$ cat src/hw/rtl/irt_pkg.sv
// Shared types and constants for the infrared edge pulse/space timer.
`default_nettype none

package irt_pkg;

  // Field widths
  localparam int unsigned DUR_BITS  = 24;
  localparam int unsigned TIME_BITS = 48;
  localparam int unsigned CFG_IDX_BITS = 2;
  localparam int unsigned NRES = 3;

  // Register reset values
  localparam logic [DUR_BITS-1:0]  MERGE_LIMIT_RST = DUR_BITS'(250);
  localparam logic [DUR_BITS-1:0]  SPACE_LIMIT_RST = DUR_BITS'(20000);
  localparam logic [TIME_BITS-1:0] GAP_CLAMP_RST   = TIME_BITS'(16000000);

  // Register indexes
  typedef enum logic [CFG_IDX_BITS-1:0] {
    CFG_MERGE_LIMIT = 2'd0,
    CFG_SPACE_LIMIT = 2'd1,
    CFG_GAP_CLAMP   = 2'd2
  } irt_cfg_idx_e;

  // Current register values
  typedef struct packed {
    logic [DUR_BITS-1:0]  merge_limit;
    logic [DUR_BITS-1:0]  space_limit;
    logic [TIME_BITS-1:0] gap_clamp;
  } irt_cfg_t;

  // Timed interval handed from the timer to the filter
  typedef struct packed {
    logic                level;
    logic                gap;
    logic [DUR_BITS-1:0] len;
  } irt_tm_t;

  // One result item
  typedef struct packed {
    logic                is_pulse;
    logic [DUR_BITS-1:0] duration;
    logic                last;
  } irt_res_t;

endpackage

`default_nettype wire

$ cat src/hw/rtl/irt_ifs.sv
// Stream and configuration interfaces of the infrared edge pulse/space timer.
`default_nettype none

interface irt_edge_if import irt_pkg::*; ();
  logic                 valid;
  logic                 ready;
  logic [TIME_BITS-1:0] time_us;
  logic                 level;

  modport source (output valid, output time_us, output level, input ready);
  modport sink   (input valid, input time_us, input level, output ready);
endinterface

interface irt_pulse_if import irt_pkg::*; ();
  logic                valid;
  logic                ready;
  logic                is_pulse;
  logic [DUR_BITS-1:0] duration_us;
  logic                last_of_run;

  modport source (output valid, output is_pulse, output duration_us, output last_of_run,
                  input ready);
  modport sink   (input valid, input is_pulse, input duration_us, input last_of_run,
                  output ready);
endinterface

interface irt_cfg_if import irt_pkg::*; ();
  logic                    valid;
  logic                    ready;
  logic [CFG_IDX_BITS-1:0] index;
  logic [TIME_BITS-1:0]    data;

  modport source (output valid, output index, output data, input ready);
  modport sink   (input valid, input index, input data, output ready);
endinterface

`default_nettype wire

$ cat src/hw/rtl/irt_cfg_regs.sv
// Configuration register file of the infrared edge pulse/space timer.
`default_nettype none

module irt_cfg_regs import irt_pkg::*; (
  input  wire      clk_i,
  input  wire      rst_ni,
  irt_cfg_if.sink  cfg_i,
  output irt_cfg_t cfg_o
);

  irt_cfg_t cfg_q;
  logic     wr;

  // Always take a write
  assign cfg_i.ready = 1'b1;
  assign wr = cfg_i.valid;

  // Decode index, drop writes outside the register list
  always_ff @(posedge clk_i or negedge rst_ni) begin
    if (!rst_ni) begin
      cfg_q.merge_limit <= MERGE_LIMIT_RST;
      cfg_q.space_limit <= SPACE_LIMIT_RST;
      cfg_q.gap_clamp   <= GAP_CLAMP_RST;
    end else if (wr) begin
      unique case (cfg_i.index)
        CFG_MERGE_LIMIT: cfg_q.merge_limit <= cfg_i.data[DUR_BITS-1:0];
        CFG_SPACE_LIMIT: cfg_q.space_limit <= cfg_i.data[DUR_BITS-1:0];
        CFG_GAP_CLAMP:   cfg_q.gap_clamp   <= cfg_i.data;
        default: ;
      endcase
    end
  end

  assign cfg_o = cfg_q;

endmodule

`default_nettype wire

$ cat src/hw/rtl/irt_timer.sv
// Edge timer: spike rejection, elapsed time, saturation and gap detection.
`default_nettype none

module irt_timer import irt_pkg::*; (
  input  wire      clk_i,
  input  wire      rst_ni,
  irt_edge_if.sink edge_i,
  input  irt_cfg_t cfg_i,
  output logic     tm_valid_o,
  input  wire      tm_ready_i,
  output irt_tm_t  tm_o
);

  logic [TIME_BITS-1:0] prev_time_q;
  logic                 prev_valid_q;
  logic                 prev_level_q;
  logic                 tv_q, tv_d;
  irt_tm_t              tm_q;

  logic                 accept;
  logic                 spike;
  logic                 backwards;
  logic [TIME_BITS-1:0] delta;
  logic                 gap;
  logic                 over;
  logic [DUR_BITS-1:0]  len;

  // Take a beat while the stage is empty or draining
  assign edge_i.ready = !tv_q || tm_ready_i;
  assign accept = edge_i.valid && edge_i.ready;

  // Time the interval ending at this edge
  assign spike     = prev_valid_q && (edge_i.level == prev_level_q);
  assign backwards = edge_i.time_us < prev_time_q;
  assign delta     = edge_i.time_us - prev_time_q;
  assign gap       = !backwards && (delta >= cfg_i.gap_clamp);
  assign over      = |delta[TIME_BITS-1:DUR_BITS];
  assign len       = (backwards || gap || over) ? '1 : delta[DUR_BITS-1:0];

  // Hold the stage until the filter takes it; spikes never enter
  always_comb begin
    tv_d = tv_q;
    if (tm_ready_i) tv_d = 1'b0;
    if (accept && !spike) tv_d = 1'b1;
  end

  always_ff @(posedge clk_i or negedge rst_ni) begin
    if (!rst_ni) begin
      prev_time_q  <= '0;
      prev_valid_q <= 1'b0;
      prev_level_q <= 1'b0;
      tv_q         <= 1'b0;
    end else begin
      tv_q <= tv_d;
      if (accept && !spike) begin
        prev_time_q  <= edge_i.time_us;
        prev_valid_q <= 1'b1;
        prev_level_q <= edge_i.level;
      end
    end
  end

  // Payload of the stage
  always_ff @(posedge clk_i) begin
    if (accept && !spike) begin
      tm_q.level <= edge_i.level;
      tm_q.gap   <= gap;
      tm_q.len   <= len;
    end
  end

  assign tm_valid_o = tv_q;
  assign tm_o       = tm_q;

endmodule

`default_nettype wire

$ cat src/hw/rtl/irt_filter.sv
// Sense tracking, pulse/space noise filter and result buffer.
`default_nettype none

module irt_filter import irt_pkg::*; (
  input  wire        clk_i,
  input  wire        rst_ni,
  input  wire        tm_valid_i,
  output logic       tm_ready_o,
  input  irt_tm_t    tm_i,
  input  irt_cfg_t   cfg_i,
  irt_pulse_if.source pulse_o
);

  function automatic logic [DUR_BITS-1:0] sat_add(input logic [DUR_BITS-1:0] a,
                                                  input logic [DUR_BITS-1:0] b);
    logic [DUR_BITS:0] s;
    s = {1'b0, a} + {1'b0, b};
    return s[DUR_BITS] ? '1 : s[DUR_BITS-1:0];
  endfunction

  logic                sense_q, sense_d;
  logic                hold_q, hold_d;
  logic [DUR_BITS-1:0] hs_q, hs_d;
  logic [DUR_BITS-1:0] hp_q, hp_d;
  logic [1:0]          cnt_q;
  irt_res_t            res_q [NRES];

  logic                pop;
  logic                take;
  logic                pulse;
  logic [DUR_BITS-1:0] hp_sum;
  logic [DUR_BITS-1:0] hs_sum;
  logic [1:0]          n_res;
  irt_res_t            res_n [NRES];

  // Free once the last buffered result leaves
  assign pop        = pulse_o.valid && pulse_o.ready;
  assign tm_ready_o = (cnt_q == 2'd0) || ((cnt_q == 2'd1) && pulse_o.ready);
  assign take       = tm_valid_i && tm_ready_o;

  assign hp_sum = sat_add(hp_q, tm_i.len);
  assign hs_sum = sat_add(sat_add(hs_q, hp_q), tm_i.len);

  // Flip sense on a long gap, class the interval and run the filter
  always_comb begin
    sense_d = sense_q;
    if (tm_i.gap && (tm_i.level == sense_q)) sense_d = ~sense_q;
    pulse  = tm_i.level == sense_d;
    hold_d = hold_q;
    hs_d   = hs_q;
    hp_d   = hp_q;
    n_res  = 2'd0;
    for (int i = 0; i < NRES; i++) res_n[i] = '0;

    if (pulse) begin
      if (hold_q) begin
        hp_d = hp_sum;
        if (hp_sum > cfg_i.merge_limit) begin
          res_n[0] = '{is_pulse: 1'b0, duration: hs_q, last: 1'b0};
          res_n[1] = '{is_pulse: 1'b1, duration: hp_sum, last: 1'b0};
          n_res  = 2'd2;
          hold_d = 1'b0;
          hp_d   = '0;
        end
      end else begin
        res_n[0] = '{is_pulse: 1'b1, duration: tm_i.len, last: 1'b0};
        n_res = 2'd1;
      end
    end else if (!hold_q) begin
      if (tm_i.len > cfg_i.space_limit) begin
        hs_d   = tm_i.len;
        hold_d = 1'b1;
      end else begin
        res_n[0] = '{is_pulse: 1'b0, duration: tm_i.len, last: 1'b0};
        n_res = 2'd1;
      end
    end else if (tm_i.len > cfg_i.space_limit) begin
      hs_d = hs_sum;
      hp_d = '0;
    end else begin
      res_n[0] = '{is_pulse: 1'b0, duration: hs_q, last: 1'b0};
      res_n[1] = '{is_pulse: 1'b1, duration: hp_q, last: 1'b0};
      res_n[2] = '{is_pulse: 1'b0, duration: tm_i.len, last: 1'b0};
      n_res  = 2'd3;
      hold_d = 1'b0;
      hp_d   = '0;
    end

    // Mark the final result of this edge
    for (int i = 0; i < NRES; i++) begin
      res_n[i].last = (2'(i) + 2'd1) == n_res;
    end
  end

  // Filter state and result count
  always_ff @(posedge clk_i or negedge rst_ni) begin
    if (!rst_ni) begin
      sense_q <= 1'b1;
      hold_q  <= 1'b0;
      hs_q    <= '0;
      hp_q    <= '0;
      cnt_q   <= 2'd0;
    end else begin
      if (take) begin
        sense_q <= sense_d;
        hold_q  <= hold_d;
        hs_q    <= hs_d;
        hp_q    <= hp_d;
        cnt_q   <= n_res;
      end else if (pop) begin
        cnt_q <= cnt_q - 2'd1;
      end
    end
  end

  // Load a fresh run, or advance the buffer by one beat
  always_ff @(posedge clk_i) begin
    if (take) begin
      for (int i = 0; i < NRES; i++) res_q[i] <= res_n[i];
    end else if (pop) begin
      for (int i = 0; i < NRES - 1; i++) res_q[i] <= res_q[i+1];
    end
  end

  assign pulse_o.valid       = cnt_q != 2'd0;
  assign pulse_o.is_pulse    = res_q[0].is_pulse;
  assign pulse_o.duration_us = res_q[0].duration;
  assign pulse_o.last_of_run = res_q[0].last;

endmodule

`default_nettype wire

$ cat src/hw/rtl/ir_edge_pulse_space_timer_top.sv
// Top level of the infrared edge pulse/space timer.
//
//   channel   dir  payload                              beat taken when
//   edge_i    in   time_us[47:0], level                 valid && ready
//   pulse_o   out  is_pulse, duration_us[23:0], last    valid && ready
//   cfg_i     in   index[1:0], data[47:0]               valid && ready (ready always 1)
//
// An edge is timed in the cycle it is taken and registered; the filter
// consumes it and loads its zero to three results into the result buffer.
// One edge per cycle when each gives at most one result and pulse_o does
// not stall; more results stall the next edge until the last is taken.
// Reset clears the timer and filter state and sets the registers to their
// reset values. Stalls on pulse_o back up through the timer stage to edge_i.
`default_nettype none

module ir_edge_pulse_space_timer_top import irt_pkg::*; (
  input  wire         clk_i,
  input  wire         rst_ni,
  irt_edge_if.sink    edge_i,
  irt_pulse_if.source pulse_o,
  irt_cfg_if.sink     cfg_i
);

  irt_cfg_t cfg;
  irt_tm_t  tm;
  logic     tm_valid;
  logic     tm_ready;

  irt_cfg_regs u_cfg (
    .clk_i  (clk_i),
    .rst_ni (rst_ni),
    .cfg_i  (cfg_i),
    .cfg_o  (cfg)
  );

  irt_timer u_timer (
    .clk_i      (clk_i),
    .rst_ni     (rst_ni),
    .edge_i     (edge_i),
    .cfg_i      (cfg),
    .tm_valid_o (tm_valid),
    .tm_ready_i (tm_ready),
    .tm_o       (tm)
  );

  irt_filter u_filter (
    .clk_i      (clk_i),
    .rst_ni     (rst_ni),
    .tm_valid_i (tm_valid),
    .tm_ready_o (tm_ready),
    .tm_i       (tm),
    .cfg_i      (cfg),
    .pulse_o    (pulse_o)
  );

  // A run continues after a beat that is not its last
  a_run_continues: assert property (@(posedge clk_i) disable iff (!rst_ni)
    pulse_o.valid && pulse_o.ready && !pulse_o.last_of_run |=> pulse_o.valid)
    else $error("result run broken before its last beat");

  // Results within a run alternate between space and pulse
  a_run_alternates: assert property (@(posedge clk_i) disable iff (!rst_ni)
    pulse_o.valid && pulse_o.ready && !pulse_o.last_of_run
    |=> pulse_o.is_pulse != $past(pulse_o.is_pulse))
    else $error("result run does not alternate");

  // Edges stall only behind a timed interval waiting for the filter
  a_stall_cause: assert property (@(posedge clk_i) disable iff (!rst_ni)
    !edge_i.ready |-> tm_valid && !tm_ready)
    else $error("edge stalled with no pending interval");

endmodule

`default_nettype wire
$ cat src/flat_wrapper.sv
// flat-port wrapper written by rule: the top's interface ports become plain ports
module ir_edge_pulse_space_timer_top_flat import irt_pkg::*;
  (clk_i, rst_ni, edge_i_valid, edge_i_time_us, edge_i_level, edge_i_ready, pulse_o_valid, pulse_o_is_pulse, pulse_o_duration_us, pulse_o_last_of_run, pulse_o_ready, cfg_i_valid, cfg_i_index, cfg_i_data, cfg_i_ready);
  irt_edge_if edge_i_i ();
  irt_pulse_if pulse_o_i ();
  irt_cfg_if cfg_i_i ();
  input  wire clk_i;
  input  wire rst_ni;
  input wire logic [$bits(edge_i_i.valid)-1:0] edge_i_valid;
  input wire logic [$bits(edge_i_i.time_us)-1:0] edge_i_time_us;
  input wire logic [$bits(edge_i_i.level)-1:0] edge_i_level;
  output wire logic [$bits(edge_i_i.ready)-1:0] edge_i_ready;
  output wire logic [$bits(pulse_o_i.valid)-1:0] pulse_o_valid;
  output wire logic [$bits(pulse_o_i.is_pulse)-1:0] pulse_o_is_pulse;
  output wire logic [$bits(pulse_o_i.duration_us)-1:0] pulse_o_duration_us;
  output wire logic [$bits(pulse_o_i.last_of_run)-1:0] pulse_o_last_of_run;
  input wire logic [$bits(pulse_o_i.ready)-1:0] pulse_o_ready;
  input wire logic [$bits(cfg_i_i.valid)-1:0] cfg_i_valid;
  input wire logic [$bits(cfg_i_i.index)-1:0] cfg_i_index;
  input wire logic [$bits(cfg_i_i.data)-1:0] cfg_i_data;
  output wire logic [$bits(cfg_i_i.ready)-1:0] cfg_i_ready;
  assign edge_i_i.valid = edge_i_valid;
  assign edge_i_i.time_us = edge_i_time_us;
  assign edge_i_i.level = edge_i_level;
  assign edge_i_ready = edge_i_i.ready;
  assign pulse_o_valid = pulse_o_i.valid;
  assign pulse_o_is_pulse = pulse_o_i.is_pulse;
  assign pulse_o_duration_us = pulse_o_i.duration_us;
  assign pulse_o_last_of_run = pulse_o_i.last_of_run;
  assign pulse_o_i.ready = pulse_o_ready;
  assign cfg_i_i.valid = cfg_i_valid;
  assign cfg_i_i.index = cfg_i_index;
  assign cfg_i_i.data = cfg_i_data;
  assign cfg_i_ready = cfg_i_i.ready;
  ir_edge_pulse_space_timer_top u_core (.clk_i(clk_i), .rst_ni(rst_ni), .edge_i(edge_i_i), .pulse_o(pulse_o_i), .cfg_i(cfg_i_i));
endmodule
$ cat config.mk
export PLATFORM = sky130hd
export DESIGN_NAME = ir_edge_pulse_space_timer_top_flat
export DESIGN_NICKNAME = d
export VERILOG_FILES = /design/src/hw/rtl/irt_pkg.sv /design/src/hw/rtl/irt_ifs.sv /design/src/hw/rtl/irt_cfg_regs.sv /design/src/hw/rtl/irt_timer.sv /design/src/hw/rtl/irt_filter.sv /design/src/hw/rtl/ir_edge_pulse_space_timer_top.sv /design/src/flat_wrapper.sv
export SDC_FILE = /design/constraint.sdc
export NUM_CORES = 1
export LEC_CHECK = 0
export ABC_AREA = 0
export ABC_CLOCK_PERIOD_IN_PS = 7800
export BUFFER_PORTS_ARGS = -buffer_cell sky130_fd_sc_hd__buf_2
export CAP_MARGIN = 40
export CORE_MARGIN = 4
export CORE_UTILIZATION = 55
export DETAILED_ROUTE_END_ITERATION = 6
export GPL_TIMING_DRIVEN = 0
export PLACE_DENSITY = 0.84
export SYNTH_ARGS = -nofsm -noshare
export SYNTH_HDL_FRONTEND = slang
export SYNTH_SLANG_ARGS = --single-unit
$ cat constraint.sdc
create_clock -name clk_i -period 7.8 [get_ports clk_i]
set_input_delay 1.56 -clock clk_i [delete_from_list [all_inputs] [get_ports clk_i]]
set_output_delay 1.56 -clock clk_i [all_outputs]
set_load 0.01 [all_outputs]
==> impl_metrics.py, run 1 <==
metrics = {
    "status": {
        "outcome": "finished, final reports clean",
    },
    "cts": {
        "source_to_sink_clock_delay_at_the_later_pin_of_the_worst_skew_pair_ps": 550,
        "cts.reportedPaths.clkPinSlew_ps": 60,
        "cts_setup_buffers": 0,
        "clock_tree.htree_level_count": 2,
        "hold_buffers": 0,
        "cts_inserted_buffers": 35,
        "cts-resized-gates": 0,
        "maximum_clock_insertion_buffer_count": 3,
        "clock_sink_count": 302,
        "clock_tree.root_cell": "sky130_fd_sc_hd__clkbuf_16",
        "cts_tree": "done",
    },
    "power": {
        "internal_power_mw": 6.46,
        "pwr-share-seq": 0.213,
        "net_switching_power_figure_mw": 5.81,
        "power-per-cell-area_nw_per_um2": 520,
        "clockPowerShare": 0.129,
        "power_frac_comb": 0.658,
        "ir_drop_v": 0.000303,
        "power_leakage_nw": 10.7,
        "switching_share": 0.474,
    },
    "yosys": {
        "post_synthesis_register_bit_count": 302,
        "syn-instance-count": 2329,
        "number_of_synthesis_warnings": 0,
        "synth_top_flop_cell": "sky130_fd_sc_hd__dfrtp_1",
        "ys_async_sr_fraction": 0.659,
        "seq_area_frac_synth": 0.384,
        "synth-edff-count": 103,
        "yosys_cell_types": 81,
        "synthesis.nets": 2655,
        "syn-mean-instance-area_um2": 9.06,
        "synth_area_um2": 21100,
    },
    "floorplanning": {
        "start_util": 0.559,
        "placement_rows": 71,
        "core-area_um2": 37800,
        "die_w_um": 204,
        "ioPinCount": 133,
        "design.die.area_um2": 41600,
        "die_h_um": 204,
    },
    "placed_design": {
        "place_inst": 2975,
        "routabilityCongestion": 0.968,
        "place.port_buffers": 131,
        "place_ws_ps": -527,
        "placement.cell_area_um2": 22500,
        "half_perimeter_wire_length_of_the_detailed_placement_result_um": 46900,
    },
    "grt": {
        "grt_pass1_vias": 18798,
        "grt_start_max_net_pins": 113,
        "global_route_wire_length_before_repair_um": 95500,
        "antenna_found_initial": 7,
        "overflow": 0,
        "grt.total_usage": 0.284,
    },
    "hold_path": {
        "min_delay_worst_type": "flip-flop to flip-flop",
        "holdPathEnd": "u_core.u_filter.sense_q",
        "min-delay-start": "u_core.u_timer.tm_o[25]",
        "hold_path_depth": 1,
    },
    "routing": {
        "route.detailed.vias_per_inst": 5.96,
        "drt-pass1-iter-count": 5,
        "drc": 0,
        "finalWirelength_um": 59100,
        "vias": 18118,
        "detail-route-antenna-nets": 0,
        "detail_route.wl_per_cell_um": 19.4,
        "detailedRoute.firstIterationViolations": 1394,
    },
    "worst_setup_path": {
        "path_max_fanout": 10,
        "timing.critical_path.required_ps": 8060,
        "startpoint_type": "input pin",
        "ff2ff_path_depth": 26,
        "endpoint_kind": "flip-flop",
        "rr_endpoint": "u_core.u_filter.hs_q[5]",
        "crit_arrival_ps": 7850,
        "regToRegSetupSlack_ps": 380,
        "worstSetupPathType": "input pin to flip-flop",
        "r2r-start": "u_core.u_filter.hp_q[0]",
    },
    "timing": {
        "max_slew.worst_pin.slew_ps": 939,
        "timing_max_transition_violations_final": 0,
        "timing.final.ws_setup_ps": 212,
        "rsz0062_at_grt": "false",
        "finalSetupViolCount": 0,
        "maxSlewHeadroom": 0.373,
        "layout_worst_path_cycle_share": 0.973,
        "max_freq_mhz": 132,
        "skew_ps": 24.0,
        "finalHoldViolCount": 0,
        "finalWorstPathRequiredPeriod_ps": 7590,
    },
    "cells_and_area": {
        "instances_no_fill": 3040,
        "filler_cell_count": 3104,
        "area.sequential_um2": 8100,
        "syn_to_final_growth_pct": 11.9,
        "drive_above_1_share": 0.134,
        "final_area_um2": 23600,
        "most_common_cell_after_layout_fill_and_taps_aside": "sky130_fd_sc_hd__nand2_1",
        "most-common-layout-cells": "sky130_fd_sc_hd__nand2_1 (320), sky130_fd_sc_hd__ha_1 (218), sky130_fd_sc_hd__inv_1 (182)",
        "area_taken_by_multi_input_logic_gates_um2": 11800,
        "post_layout_nets": 2827,
    },
    "flow_run": {
        "maxCapViolations": 0,
    },
}
## how the worst max path moves through the flow
stage / startpoint / to / slack [ps] / cells past startpoint
3_5_place_dp: edge_i_time_us[0] / u_core.u_timer.tm_o[4] / -530 / 28
2_1_floorplan: edge_i_time_us[0] / u_core.u_timer.tm_o[4] / 1250 / 27
4_1_cts: edge_i_time_us[0] / u_core.u_timer.tm_o[9] / 30 / 28
6_report: edge_i_time_us[0] / u_core.u_timer.tm_o[9] / 210 / 28
3_3_place_gp: edge_i_time_us[0] / u_core.u_timer.tm_o[15] / -460 / 28
5_1_grt: edge_i_time_us[0] / u_core.u_timer.tm_o[19] / 30 / 27
## cell usage after synthesis, types with 29 or more instances
cell | count | area [µm²]
sky130_fd_sc_hd__edfxtp_1 | 103 | 3090
sky130_fd_sc_hd__inv_1 | 182 | 683
sky130_fd_sc_hd__nor3_1 | 29 | 145
sky130_fd_sc_hd__xnor2_1 | 58 | 508
sky130_fd_sc_hd__ha_1 | 218 | 2730
sky130_fd_sc_hd__xor2_1 | 34 | 298
sky130_fd_sc_hd__and2_1 | 37 | 231
sky130_fd_sc_hd__nor2_1 | 129 | 484
sky130_fd_sc_hd__nand3_1 | 30 | 150
sky130_fd_sc_hd__nand4_1 | 63 | 394
sky130_fd_sc_hd__nand2_1 | 321 | 1200
sky130_fd_sc_hd__clkbuf_1 | 78 | 293
sky130_fd_sc_hd__a22oi_1 | 45 | 338
sky130_fd_sc_hd__nand2b_1 | 37 | 231
sky130_fd_sc_hd__dfrtp_1 | 180 | 4500
sky130_fd_sc_hd__o21ai_0 | 166 | 831
sky130_fd_sc_hd__a21oi_1 | 124 | 621
sky130_fd_sc_hd__mux2_2 | 75 | 845
sky130_fd_sc_hd__a21o_1 | 69 | 518
## power by group through the flow
stage          clock (mW)  combinational [mW]  sequential (mW)
2_1_floorplan           0                5.96             2.52
3_3_place_gp            0                7.60             2.61
3_5_place_dp            0                7.93             2.62
4_1_cts              1.61                7.98             2.60
5_1_grt              1.67                9.02             2.66
6_report             1.59                8.07             2.61
## metrics by stage
step / hold slack, ps / utilization / TNS [ps] / total power, mW
2_1_floorplan: 425 / - / 0 / 8.48
3_3_place_gp: 444 / 0.593 / -9960 / 10.2
3_5_place_dp: 460 / 0.596 / -11580 / 10.6
4_1_cts: 468 / 0.625 / 0 / 12.2
5_1_grt: 481 / 0.626 / 0 / 13.4
6_report: 456 / 0.626 / 0 / 12.3
## logic make-up after synthesis
logic type	Yosys count	synth area share
DFF	302	0.384
buffers and inverters	293	0.0574
and+or+nand+nor	724	0.161
muxes	78	0.0414
other	1	0.000178
AOI/OAI and AO/OA	617	0.186
xor gates and xnor gates	92	0.0382
adders and majority gates	222	0.133
## critical path, cell delays in order
cell                       delay (ps)
sky130_fd_sc_hd__buf_2            100
sky130_fd_sc_hd__inv_1             50
sky130_fd_sc_hd__ha_1             150
sky130_fd_sc_hd__inv_1             50
sky130_fd_sc_hd__fa_1             420
sky130_fd_sc_hd__a211oi_1         290
sky130_fd_sc_hd__o21ai_1          230
sky130_fd_sc_hd__o211ai_1         440
sky130_fd_sc_hd__a211o_1          270
sky130_fd_sc_hd__a21oi_2          140
sky130_fd_sc_hd__a211oi_2         410
sky130_fd_sc_hd__nor2_1            80
sky130_fd_sc_hd__nor2_1           190
sky130_fd_sc_hd__xnor2_1          440
sky130_fd_sc_hd__clkbuf_2         390
sky130_fd_sc_hd__ha_1             280
sky130_fd_sc_hd__nand4_1          200
sky130_fd_sc_hd__nor3_1           100
sky130_fd_sc_hd__a21oi_1          170
sky130_fd_sc_hd__o221ai_1         130
sky130_fd_sc_hd__a21o_1           170
sky130_fd_sc_hd__a41oi_1          210
sky130_fd_sc_hd__o211ai_1         150
sky130_fd_sc_hd__nor4_2           150
sky130_fd_sc_hd__nand4b_1         280
sky130_fd_sc_hd__nor4_4           450
sky130_fd_sc_hd__buf_6            210
sky130_fd_sc_hd__nand4_1          120
## metal layers
layer  vias to the layer above  GRT usage  wire, µm
met5                         -          0        50
met4                         8      0.143      2980
met3                       162     0.0474      3360
met1                      8654      0.331     23100
li1                       8653          -         -
met2                       641      0.505     29600
## area by class of cell
class	instances	area share
Timing Repair Buffer	135	0.0317
Antenna cell	3	0.000318
Multi-Input combinational cell	1734	0.501
Clock buffer	44	0.0398
Inverter	183	0.0291
Buffer	110	0.0224
Clock inverter	18	0.00620
Sequential cell	302	0.343
Tap cell	511	0.0271
## sequential cells by signal (all words and copies together) (netlist names)
signal / count
u_core.u_timer.prev_valid_q: 1
u_core.u_filter.hs_q: 24
u_core.u_timer.prev_time_q: 48
u_core.u_filter.res_q: 77
u_core.u_filter.sense_q: 1
u_core.u_cfg.cfg_o: 96
u_core.u_timer.tm_valid_o: 1
u_core.u_filter.hp_q: 24
u_core.u_filter.cnt_q: 2
u_core.u_timer.prev_level_q: 1
u_core.u_filter.hold_q: 1
u_core.u_timer.tm_o: 26
Power figures use the tool's default switching activity.
==> run 2: changes to the inputs <==
--- a/config.mk
+++ b/config.mk
@@ -12,8 +12,8 @@
 export CORE_MARGIN = 4
 export CORE_UTILIZATION = 55
 export DETAILED_ROUTE_END_ITERATION = 6
-export GPL_TIMING_DRIVEN = 0
 export PLACE_DENSITY = 0.84
+export REMOVE_ABC_BUFFERS = 1
 export SYNTH_ARGS = -nofsm -noshare
 export SYNTH_HDL_FRONTEND = slang
 export SYNTH_SLANG_ARGS = --single-unit
==> impl_metrics.py, run 2 (synthesis results as in run 1) <==
metrics = {
    "timing": {
        "skew_ps": 14.4,
        "max_freq_mhz": 137,
        "setup_tns_ps": 0,
        "layout_worst_path_cycle_share": 0.936,
        "max_slew.worst_pin.slew_ps": 880,
        "rsz0062_at_grt": "false",
        "maxSlewHeadroom": 0.408,
        "worst_hold_slack_ps": 487,
        "timing_max_transition_violations_final": 0,
        "timing.final.ws_setup_ps": 500,
        "finalWorstPathRequiredPeriod_ps": 7300,
        "finalSetupViolCount": 0,
        "finalHoldViolCount": 0,
    },
    "floorplanning": {
        "design.die.area_um2": 41600,
        "core-area_um2": 37800,
        "die_h_um": 204,
        "start_util": 0.559,
        "die_w_um": 204,
        "ioPinCount": 133,
        "placement_rows": 71,
    },
    "routing": {
        "detail_route.wl_per_cell_um": 18.8,
        "finalWirelength_um": 55500,
        "detailedRoute.firstIterationViolations": 1320,
        "vias": 17777,
        "detail-route-antenna-nets": 0,
        "drc": 0,
        "route.detailed.vias_per_inst": 6.02,
        "drt-pass1-iter-count": 6,
    },
    "cts": {
        "cts_inserted_buffers": 35,
        "cts.reportedPaths.clkPinSlew_ps": 60,
        "hold_buffers": 0,
        "cts_tree": "done",
        "cts_setup_buffers": 0,
        "source_to_sink_clock_delay_at_the_later_pin_of_the_worst_skew_pair_ps": 540,
        "maximum_clock_insertion_buffer_count": 3,
        "clock_tree.htree_level_count": 2,
        "clock_sink_count": 302,
        "clock_tree.root_cell": "sky130_fd_sc_hd__clkbuf_16",
    },
    "worst_setup_path": {
        "ff2ff_path_depth": 27,
        "startpoint_type": "flip-flop",
        "path_max_fanout": 24,
        "r2r-start": "u_core.u_filter.hp_q[0]",
        "endpoint": "u_core.u_filter.hs_q[20]",
        "worstSetupPathType": "flip-flop to flip-flop",
        "endpoint_kind": "flip-flop",
        "timing.critical_path.from": "u_core.u_filter.hp_q[0]",
        "timing.critical_path.required_ps": 8190,
        "rr_endpoint": "u_core.u_filter.hs_q[20]",
        "crit_arrival_ps": 7690,
        "regToRegSetupSlack_ps": 500,
    },
    "cells_and_area": {
        "area.sequential_um2": 8100,
        "filler_cell_count": 3091,
        "most-common-layout-cells": "sky130_fd_sc_hd__nand2_1 (320), sky130_fd_sc_hd__ha_1 (218), sky130_fd_sc_hd__inv_1 (182)",
        "syn_to_final_growth_pct": 10.4,
        "most_common_cell_after_layout_fill_and_taps_aside": "sky130_fd_sc_hd__nand2_1",
        "largest_register_ffs": 96,
        "final_area_um2": 23300,
        "drive_above_1_share": 0.135,
        "area_taken_by_multi_input_logic_gates_um2": 11900,
        "post_layout_nets": 2738,
    },
    "status": {
        "outcome": "finished, final reports clean",
    },
    "hold_path": {
        "min_delay_worst_type": "flip-flop to flip-flop",
    },
    "grt": {
        "grt_start_max_net_pins": 90,
        "grt.total_usage": 0.264,
        "grt_pass1_vias": 18000,
        "antenna_found_initial": 4,
        "global_route_wire_length_before_repair_um": 90000,
        "overflow": 0,
    },
    "flow_run": {
        "maxCapViolations": 0,
    },
    "placed_design": {
        "placement.cell_area_um2": 22200,
        "place_ws_ps": 248,
        "routabilityCongestion": 1.01,
        "half_perimeter_wire_length_of_the_detailed_placement_result_um": 42100,
        "place.port_buffers": 131,
    },
    "power": {
        "ir_drop_v": 0.000228,
        "finalPower_mw": 12.1,
        "power-per-cell-area_nw_per_um2": 518,
        "power_leakage_nw": 10.5,
    },
}
[run 2: cell count changes in the layout (fill, tap and decap cells not counted), sizes merged]
cell	delta
clkbuf	-75
clkinv	-3
clkinvlp	+1
buf	-12
[run 2: worst min-delay path by stage]
stage,startpoint,endpoint,slack (ps),cells after the start
global placement,u_core.u_timer.tm_o[25],u_core.u_filter.sense_q,440,1
floorplan,u_core.u_timer.tm_o[25],u_core.u_filter.sense_q,420,1
CTS,u_core.u_timer.tm_o[25],u_core.u_filter.sense_q,490,1
detailed placement,u_core.u_timer.tm_o[25],u_core.u_filter.sense_q,460,1
finish,u_core.u_timer.tm_o[25],u_core.u_filter.sense_q,490,1
global route,u_core.u_timer.tm_o[25],u_core.u_filter.sense_q,500,1
[run 2: what timing repair did]
item,4_1_cts,5_1_grt
resized for setup,0,2
endpoints found under the hold margin,0,0
endpoints found under the setup margin,0,23
[run 2: where the power goes]
part | leakage (nW) | total (mW) | internal (mW) | switching [mW]
clock network | 0.535 | 1.59 | 0.930 | 0.663
logic | 6.68 | 7.89 | 3.18 | 4.71
registers | 3.34 | 2.58 | 2.31 | 0.276
total | 10.5 | 12.1 | 6.42 | 5.65
[run 2: worst max-delay path, cell delays in order (launching register included)]
cell                        delay (ps)
sky130_fd_sc_hd__dfrtp_1           420
sky130_fd_sc_hd__ha_1              250
sky130_fd_sc_hd__fa_1              440
sky130_fd_sc_hd__a211oi_1          350
sky130_fd_sc_hd__o21bai_1          160
sky130_fd_sc_hd__a21o_1            230
sky130_fd_sc_hd__a31oi_1           290
sky130_fd_sc_hd__nor3b_1           350
sky130_fd_sc_hd__o31ai_1           170
sky130_fd_sc_hd__o41ai_2           360
sky130_fd_sc_hd__o21ai_1           210
sky130_fd_sc_hd__a21o_1            230
sky130_fd_sc_hd__a21oi_2           140
sky130_fd_sc_hd__buf_4             270
sky130_fd_sc_hd__nand2b_1           90
sky130_fd_sc_hd__ha_1              230
sky130_fd_sc_hd__inv_1              80
sky130_fd_sc_hd__fa_1              210
sky130_fd_sc_hd__nor2b_1            70
sky130_fd_sc_hd__o31a_1            270
sky130_fd_sc_hd__a21oi_1           250
sky130_fd_sc_hd__a2111oi_0         220
sky130_fd_sc_hd__o31a_1            350
sky130_fd_sc_hd__o21a_1            200
sky130_fd_sc_hd__or4_1             450
sky130_fd_sc_hd__a21o_2            400
sky130_fd_sc_hd__o22ai_1           270
sky130_fd_sc_hd__o21ai_0           120
[run 2: final cells by class]
cell class                 count  share of cell area
clock buffer                  46              0.0411
multi-input combinational   1734               0.509
timing repair buffer         156              0.0394
inverter                     183              0.0295
sequential                   302               0.347
tap                          511              0.0274
clock inverter                16             0.00574
antenna                        3            0.000322
[run 2: layer usage]
| metal | wire [µm] | track usage |
|---|---|---|
| met2 | 27200 | 0.461 |
| met1 | 22100 | 0.318 |
| met5 | 11 | 0 |
| met4 | 2570 | 0.125 |
| met3 | 3610 | 0.0465 |
[run 2: stage by stage]
stage / util / instances
final: 0.617 / 2951
after global routing: 0.617 / 2951
after CTS: 0.617 / 2948
after detailed placement: 0.588 / 2886
after global placement: 0.585 / 2880
after floorplan: - / 2219
